[src/rtl/ihex_pkg.sv]
// Shared types, character codes and helpers for the Intel HEX record parser.
// No dependencies.
package ihex_pkg;

  localparam logic [7:0] CHAR_COLON    = 8'h3A;
  localparam logic [7:0] CHAR_LF       = 8'h0A;
  localparam logic [7:0] REC_TYPE_DATA = 8'h00;
  localparam logic [7:0] REC_TYPE_EOF  = 8'h01;
  // Characters in a record besides the data digits: count, address, type,
  // checksum (ten digits) and the terminator.
  localparam logic [9:0] FRAME_OVERHEAD = 10'd11;
  localparam logic [15:0] MIN_ADDR_RESET = 16'hFFFF;

  typedef enum logic [1:0] {
    KIND_WRITE   = 2'd0,
    KIND_SUMMARY = 2'd1,
    KIND_ERROR   = 2'd2
  } kind_e;

  typedef enum logic [1:0] {
    ERR_NONE     = 2'd0,
    ERR_LENGTH   = 2'd1,
    ERR_HEX      = 2'd2,
    ERR_CHECKSUM = 2'd3
  } err_e;

  typedef struct packed {
    kind_e       kind;
    logic [16:0] address;
    logic [7:0]  data_byte;
    err_e        error_code;
    logic [15:0] low_address;
    logic [16:0] high_address;
    logic [16:0] image_size;
  } result_t;

  typedef struct packed {
    logic       bad;
    logic [3:0] value;
  } hex_digit_t;

  // Decode one ASCII hex digit; flag anything that is not 0-9, A-F or a-f.
  function automatic hex_digit_t hex_decode(input logic [7:0] c);
    hex_digit_t r;
    r.bad   = 1'b0;
    r.value = 4'd0;
    if (c inside {[8'h30:8'h39]}) begin
      r.value = 4'(c - 8'h30);
    end else if (c inside {[8'h41:8'h46]}) begin
      r.value = 4'(c - 8'h37);
    end else if (c inside {[8'h61:8'h66]}) begin
      r.value = 4'(c - 8'h57);
    end else begin
      r.bad = 1'b1;
    end
    return r;
  endfunction

endpackage

[src/rtl/intel_hex_record_parser.sv]
// Intel HEX record parser: character stream in, byte writes, summary or error out.
// Depends on ihex_pkg.
//
// The parser takes one character beat per clock cycle and never needs more: each
// character updates the record state (position, count, address, type, running
// checksum, address bounds) through one short step of logic, and any result it
// causes is captured in an output register in the same cycle. Behind that register
// sits one skid register, so input keeps flowing while a result waits; in_ready_o
// falls only when both hold results, and rises again the cycle after the sink takes
// one. A record opens at ':' and closes at LF; it must be exactly 2n+13 characters
// long, the last before LF being a terminator of any value (normally CR). Each data byte of a
// type 0 record gives one write as soon as its second digit arrives. A type 1
// record, or end_of_input outside a record, gives a summary of the lowest data record
// start address, the highest byte address written and the image size (zero when no
// data was seen). The first error or summary stops the parser: later beats are
// accepted and dropped until reset. Reset is immediate; there is no clearing pass.
module intel_hex_record_parser (
  input  logic        clk_i,
  input  logic        rst_ni,
  input  logic        in_valid_i,
  output logic        in_ready_o,
  input  logic [7:0]  char_code_i,
  input  logic        end_of_input_i,
  output logic        out_valid_o,
  input  logic        out_ready_i,
  output logic [1:0]  kind_o,
  output logic [16:0] address_o,
  output logic [7:0]  data_byte_o,
  output logic [1:0]  error_code_o,
  output logic [15:0] low_address_o,
  output logic [16:0] high_address_o,
  output logic [16:0] image_size_o
);
  import ihex_pkg::*;

  // Parse state
  logic [9:0]  char_pos_q, char_pos_d;
  logic        in_record_q, in_record_d;
  logic [7:0]  byte_count_q, byte_count_d;
  logic [15:0] rec_addr_q, rec_addr_d;
  logic [7:0]  rec_type_q, rec_type_d;
  logic [7:0]  sum_q, sum_d;
  logic [3:0]  high_nib_q, high_nib_d;
  logic [15:0] min_addr_q, min_addr_d;
  logic [16:0] max_addr_q, max_addr_d;
  logic        saw_data_q, saw_data_d;
  logic        stopped_q, stopped_d;

  // Output register pair
  result_t     main_q, main_d, skid_q, skid_d;
  logic        main_valid_q, main_valid_d, skid_valid_q, skid_valid_d;

  logic        accept, pop;
  logic [9:0]  limit;
  logic [8:0]  byte_idx;
  logic [7:0]  byte_val;
  logic [16:0] wr_addr;
  hex_digit_t  digit;
  logic        do_write, do_error, do_summary;
  err_e        err_code;
  result_t     res;

  assign in_ready_o = !skid_valid_q;
  assign accept     = in_valid_i && in_ready_o;
  assign pop        = main_valid_q && out_ready_i;

  // Position of the LF that closes the record: 2n+11.
  assign limit    = {1'b0, byte_count_q, 1'b0} + FRAME_OVERHEAD;
  assign byte_idx = char_pos_q[9:1];
  assign digit    = hex_decode(char_code_i);
  assign byte_val = {high_nib_q, digit.value};
  assign wr_addr  = {1'b0, rec_addr_q} + 17'(byte_idx - 9'd4);

  always_comb begin
    char_pos_d   = char_pos_q;
    in_record_d  = in_record_q;
    byte_count_d = byte_count_q;
    rec_addr_d   = rec_addr_q;
    rec_type_d   = rec_type_q;
    sum_d        = sum_q;
    high_nib_d   = high_nib_q;
    min_addr_d   = min_addr_q;
    max_addr_d   = max_addr_q;
    saw_data_d   = saw_data_q;
    stopped_d    = stopped_q;
    do_write     = 1'b0;
    do_error     = 1'b0;
    do_summary   = 1'b0;
    err_code     = ERR_NONE;

    if (accept && !stopped_q) begin
      if (!in_record_q) begin
        // Skip everything outside a record until its start mark.
        if (char_code_i == CHAR_COLON) begin
          in_record_d  = 1'b1;
          char_pos_d   = '0;
          byte_count_d = '0;
          rec_addr_d   = '0;
          rec_type_d   = '0;
          sum_d        = '0;
          high_nib_d   = '0;
        end
      end else if (char_code_i == CHAR_LF) begin
        // Close the record: length, then checksum, then end-of-file type.
        if (char_pos_q < 10'd2 || char_pos_q != limit) begin
          do_error = 1'b1;
          err_code = ERR_LENGTH;
        end else if (sum_q != 8'd0) begin
          do_error = 1'b1;
          err_code = ERR_CHECKSUM;
        end else if (rec_type_q == REC_TYPE_EOF) begin
          do_summary = 1'b1;
        end else begin
          in_record_d = 1'b0;
        end
      end else if (char_pos_q >= 10'd2 && char_pos_q >= limit) begin
        // Past the terminator without a line feed.
        do_error = 1'b1;
        err_code = ERR_LENGTH;
      end else if (char_pos_q >= 10'd2 && char_pos_q == limit - 10'd1) begin
        // Terminator slot: any character will do.
        char_pos_d = char_pos_q + 10'd1;
      end else if (digit.bad) begin
        do_error = 1'b1;
        err_code = ERR_HEX;
      end else begin
        char_pos_d = char_pos_q + 10'd1;
        if (!char_pos_q[0]) begin
          high_nib_d = digit.value;
        end else begin
          sum_d = sum_q + byte_val;
          case (byte_idx)
            9'd0: byte_count_d = byte_val;
            9'd1: rec_addr_d   = {byte_val, 8'd0};
            9'd2: rec_addr_d   = {rec_addr_q[15:8], byte_val};
            9'd3: begin
              rec_type_d = byte_val;
              if (byte_val == REC_TYPE_DATA && rec_addr_q < min_addr_q) begin
                min_addr_d = rec_addr_q;
              end
            end
            default: begin
              if ({1'b0, byte_idx} < {2'b00, byte_count_q} + 10'd4 &&
                  rec_type_q == REC_TYPE_DATA) begin
                do_write   = 1'b1;
                saw_data_d = 1'b1;
                if (wr_addr > max_addr_q) begin
                  max_addr_d = wr_addr;
                end
              end
            end
          endcase
        end
      end

      // End of input: an open record is a length fault, else finish.
      if (end_of_input_i && !do_error && !do_summary) begin
        do_write = 1'b0;
        if (in_record_d) begin
          do_error = 1'b1;
          err_code = ERR_LENGTH;
        end else begin
          do_summary = 1'b1;
        end
      end

      if (do_error || do_summary) begin
        stopped_d   = 1'b1;
        in_record_d = 1'b0;
      end
    end
  end

  // Assemble the result beat for this character.
  always_comb begin
    res = '0;
    if (do_error) begin
      res.kind       = KIND_ERROR;
      res.error_code = err_code;
    end else if (do_summary) begin
      res.kind         = KIND_SUMMARY;
      res.low_address  = min_addr_d;
      res.high_address = max_addr_d;
      res.image_size   = saw_data_d ? (max_addr_d - {1'b0, min_addr_d} + 17'd1) : 17'd0;
    end else begin
      res.kind      = KIND_WRITE;
      res.address   = wr_addr;
      res.data_byte = byte_val;
    end
  end

  // Output register with skid: hold the older beat in main, spill into skid.
  always_comb begin
    main_valid_d = main_valid_q;
    skid_valid_d = skid_valid_q;
    main_d       = main_q;
    skid_d       = skid_q;
    if (pop) begin
      if (skid_valid_q) begin
        main_d       = skid_q;
        skid_valid_d = 1'b0;
      end else begin
        main_valid_d = do_write || do_error || do_summary;
        main_d       = res;
      end
    end else if (do_write || do_error || do_summary) begin
      if (main_valid_q) begin
        skid_valid_d = 1'b1;
        skid_d       = res;
      end else begin
        main_valid_d = 1'b1;
        main_d       = res;
      end
    end
  end

  always_ff @(posedge clk_i or negedge rst_ni) begin
    if (!rst_ni) begin
      char_pos_q   <= '0;
      in_record_q  <= 1'b0;
      byte_count_q <= '0;
      rec_addr_q   <= '0;
      rec_type_q   <= '0;
      sum_q        <= '0;
      high_nib_q   <= '0;
      min_addr_q   <= MIN_ADDR_RESET;
      max_addr_q   <= '0;
      saw_data_q   <= 1'b0;
      stopped_q    <= 1'b0;
      main_valid_q <= 1'b0;
      skid_valid_q <= 1'b0;
    end else begin
      char_pos_q   <= char_pos_d;
      in_record_q  <= in_record_d;
      byte_count_q <= byte_count_d;
      rec_addr_q   <= rec_addr_d;
      rec_type_q   <= rec_type_d;
      sum_q        <= sum_d;
      high_nib_q   <= high_nib_d;
      min_addr_q   <= min_addr_d;
      max_addr_q   <= max_addr_d;
      saw_data_q   <= saw_data_d;
      stopped_q    <= stopped_d;
      main_valid_q <= main_valid_d;
      skid_valid_q <= skid_valid_d;
    end
  end

  always_ff @(posedge clk_i) begin
    main_q <= main_d;
    skid_q <= skid_d;
  end

  assign out_valid_o    = main_valid_q;
  assign kind_o         = main_q.kind;
  assign address_o      = main_q.address;
  assign data_byte_o    = main_q.data_byte;
  assign error_code_o   = main_q.error_code;
  assign low_address_o  = main_q.low_address;
  assign high_address_o = main_q.high_address;
  assign image_size_o   = main_q.image_size;

  // The skid register only ever fills behind a waiting main beat.
  assert property (@(posedge clk_i) disable iff (!rst_ni)
    skid_valid_q |-> main_valid_q)
    else $error("skid register holds a beat while main is empty");

  // A stop lasts until reset.
  assert property (@(posedge clk_i) disable iff (!rst_ni)
    stopped_q |=> stopped_q)
    else $error("parser left the stopped state without reset");

  // A stopped parser has no open record and makes no new results.
  assert property (@(posedge clk_i) disable iff (!rst_ni)
    stopped_q |-> !in_record_q && !do_write && !do_error && !do_summary)
    else $error("stopped parser is still producing results");

  // An open record never runs past its closing line feed.
  assert property (@(posedge clk_i) disable iff (!rst_ni)
    in_record_q |-> char_pos_q <= limit)
    else $error("record position beyond its terminator");

  // Writes come only from inside a data record.
  assert property (@(posedge clk_i) disable iff (!rst_ni)
    do_write |-> in_record_q && rec_type_q == REC_TYPE_DATA && !end_of_input_i)
    else $error("byte write outside a data record");

endmodule
[config.mk]
export PLATFORM = sky130hd
export DESIGN_NAME = intel_hex_record_parser
export DESIGN_NICKNAME = d
export VERILOG_FILES = /design/src/rtl/ihex_pkg.sv /design/src/rtl/intel_hex_record_parser.sv
export SDC_FILE = /design/constraint.sdc
export NUM_CORES = 1
export LEC_CHECK = 0
export BUFFER_PORTS_ARGS = -buffer_cell sky130_fd_sc_hd__buf_2
export CORE_MARGIN = 2
export CORE_UTILIZATION = 60
export DETAILED_ROUTE_END_ITERATION = 8
export HOLD_SLACK_MARGIN = 0.1
export PLACE_DENSITY = 0.84
export SLEW_MARGIN = 40
export SYNTH_ARGS = -nofsm -noshare
export SYNTH_HDL_FRONTEND = slang
export SYNTH_SLANG_ARGS = --single-unit
[constraint.sdc]
create_clock -name clk_i -period 10.5 [get_ports clk_i]
set_input_delay 2.625 -clock clk_i [delete_from_list [all_inputs] [get_ports clk_i]]
set_output_delay 2.625 -clock clk_i [all_outputs]
set_load 0.1 [all_outputs]
==> run summary <==
EDFF count, synth -> 158
Clock Latency Late Sink -> 0.54 ns
Final net count -> 1427
Final core utilization -> 0.6836
Routed WL -> 30790 um
Fmax -> 120.8 MHz
Slew Limit Headroom -> 0.4271
Number of synthesized register bits -> 250
Lkg Pwr -> 6.586 nW
Least-Margin Pin Slew -> 0.8542 ns
Crit-path max FO -> 17
Final TNS setup -> 0 ns
Crit-path leading delay family -> compound AO/OA/AOI/OAI gates
Final max-slew violation count -> 0
Met1 usage -> 0.3349
CP max stage cell -> or4_4
Vias per inst -> 6.024
Grt ovf -> 0
Worst vdd ir -> 102.4 uV
Yosys warning total -> 0
CP endpoint kind -> flip-flop
Worst hold path depth -> 2
Buffer and inverter count on the worst path -> 4
Hold_buf cts -> 0
Ratio of cells with drive above 1 in the final layout -> 0.1766
Crit path kind -> reg -> reg
Final Wtd Congestion -> 0.9590
IO buf count -> 93
Ports -> 94
Setup Skew -> 0.02667 ns
Final setup viols -> 0
Via count -> 9632
Area growth from synthesis to layout -> 12.85%
Crit path launch type -> flip-flop
Ys flop type -> edfxtp_1
Sequential area share after synthesis -> 0.5184
Clock Tree Buf Depth -> 3
Post_cts resized -> 0
Clock Sinks -> 250
Worst reg-to-reg path cell count -> 33
Mapped Area -> 13630 sq um
Detailed placement HPWL -> 22480 um
Starting density of the core -> 0.6058
Die ar. -> 23940 sq um
Design area -> 15380 sq um
Status -> complete, no violations
Stages on the worst setup path -> 33
Hold slack -> 0.4876 ns
RSZ-0062 raised after global routing -> no
Total core area -> 22500 sq um
Initial drt markers -> 735
Min Tclk post-route -> 8.275 ns
DRT Pass-1 Iters -> 5
CTS H-tree depth -> 1
Postcts setup bufs -> 0
Max-cap violations -> 0
Mapped Nets -> 1326
CTS tree -> built
Min-Delay Path Class -> reg -> reg
Met3 Use GR -> 0.04203
WL per Instance -> 19.25 um
Die height -> 154.7 um
Final period util -> 0.7881
Max incr delay on CP -> 0.60 ns
Die W -> 154.7 um
Design Power -> 2.015 mW
Post-synth ARST share -> 0.3680
Gr usage total -> 0.2608
FP Rows -> 55
Syn avg cell area -> 11.43 sq um
First-pass GRT wire length -> 49690 um
Vias in the first global route -> 9685
Largest net degree at the start of global routing -> 75
Root buffer cell -> clkbuf_16
Data required, critical path -> 10.78 ns
Synth Instances -> 1193
Final antenna diode count -> 0
Most Crowded Layer GR -> met2
CTS buffer count -> 26
Final Hold Viols -> 0
DRC -> 0
Post-DRT Antenna Nets -> 0
Netlist cell types -> 71
Clk slew on worst S/H paths -> 0.06 ns
PD cells -> 131.0 nW/um^2
Initial antenna violation count -> 0
Post-place instance area -> 14420 sq um
Critical Path AT -> 8.56 ns
Met2 GRT Util -> 0.4392
[placed cells by master (no fill, tap or decap), types with 9 or more instances in the layout]
cell type  count
mux2_2        44
and2_1        36
nor2_1        81
xor2_1        23
inv_1         93
buf_2         92
a21o_1        66
dfrtp_1       76
nor2b_1       13
edfxtp_1     158
nand2_1       88
nor3_1        20
a21oi_1       47
and3_1        12
buf_4          9
dfstp_2       16
nand3_1       16
xnor2_1       30
clkbuf_16     28
mux2i_1       30
o31ai_1       19
ha_1         117
o21ai_0       45
nand4_1       12
[power breakdown]
part	internal (mW)	total [mW]	switching, mW	leakage (nW)
clock	0.581	0.953	0.372	0.440
sequential	1.04	1.04	0	2.26
combinational	0.00682	0.0241	0.0173	3.89
[worst register-to-register path: cells and delay by family (launching register included)]
family                   cells  cell delay, ns
flip-flops                   1            0.51
adder cells (fa/ha/maj)      5            1.52
AO/OA/AOI/OAI               13            2.67
AND/OR/NAND/NOR              8            2.04
XOR/XNOR                     2            0.48
multiplexers                 1            0.35
buffers and inverters        4            0.49
[registers in the layout, indices dropped and copies added (netlist names), 10 cells and up]
register	flops
high_address_o	17
char_pos_q	10
max_addr_q	17
address_o	17
rec_addr_q	16
image_size_o	17
min_addr_q	16
low_address_o	16
skid_q	79
[worst paths after layout]
kind                          startpoint                to  slack [ns]
max                        char_pos_q[7]  image_size_o[13]        2.23
min                            stopped_q         stopped_q        0.49
max reg2reg                char_pos_q[7]  image_size_o[13]        2.23
min reg2reg                    stopped_q         stopped_q        0.49
max in group asynchronous         rst_ni    rec_addr_q[11]        7.32
min in group asynchronous         rst_ni          sum_q[4]        2.09
[layer usage]
layer,part of all wire,vias up
li1,-,4521
met1,0.41,4683
met2,0.48,340
met3,0.060,88
met4,0.048,0
met5,0,-
[cell type report]
type	instances	area [sq um]
clock buffers	37	764.5
repair buffers	105	590.6
clock inverters	11	142.6
flip-flops and latches	250	7067
multi-input cells	818	6113
fillers	1573	7119
inverters	93	349.1
well taps	285	356.6
[cells by family after synthesis]
kind of cell	share of synthesized area
buffers and inverters	0.03598
adder cells (fa/ha/maj)	0.1118
flip-flops	0.5184
AND/OR/NAND/NOR	0.1205
XOR/XNOR	0.03405
AO/OA/AOI/OAI	0.1209
multiplexers	0.05838
[through the flow]
stage / cells / setup WS [ns]
6_report: 1599 / 2.225
5_1_grt: 1599 / 1.700
4_1_cts: 1596 / 2.302
3_5_place_dp: 1548 / 2.260
3_3_place_gp: 1548 / 2.616
2_1_floorplan: 1193 / 2.046
[synth_stat cells, types with 16 or more instances]
cell type	count	area [sq um]
dfstp_2	16	420.4
mux2i_1	30	300.3
a21o_1	66	495.5
dfrtp_1	76	1902
a21oi_1	48	240.2
edfxtp_1	158	4745
mux2_2	44	495.5
ha_1	117	1464
xnor2_1	30	262.8
o31ai_1	19	142.6
nand2_1	88	330.3
nor2_1	82	307.8
inv_1	93	349.1
and2_1	36	225.2
nand3_1	16	80.08
o21ai_0	47	235.2
clkbuf_1	26	97.59
nor3_1	21	105.1
xor2_1	23	201.4
No activity file was read; power rests on OpenSTA's default activity.
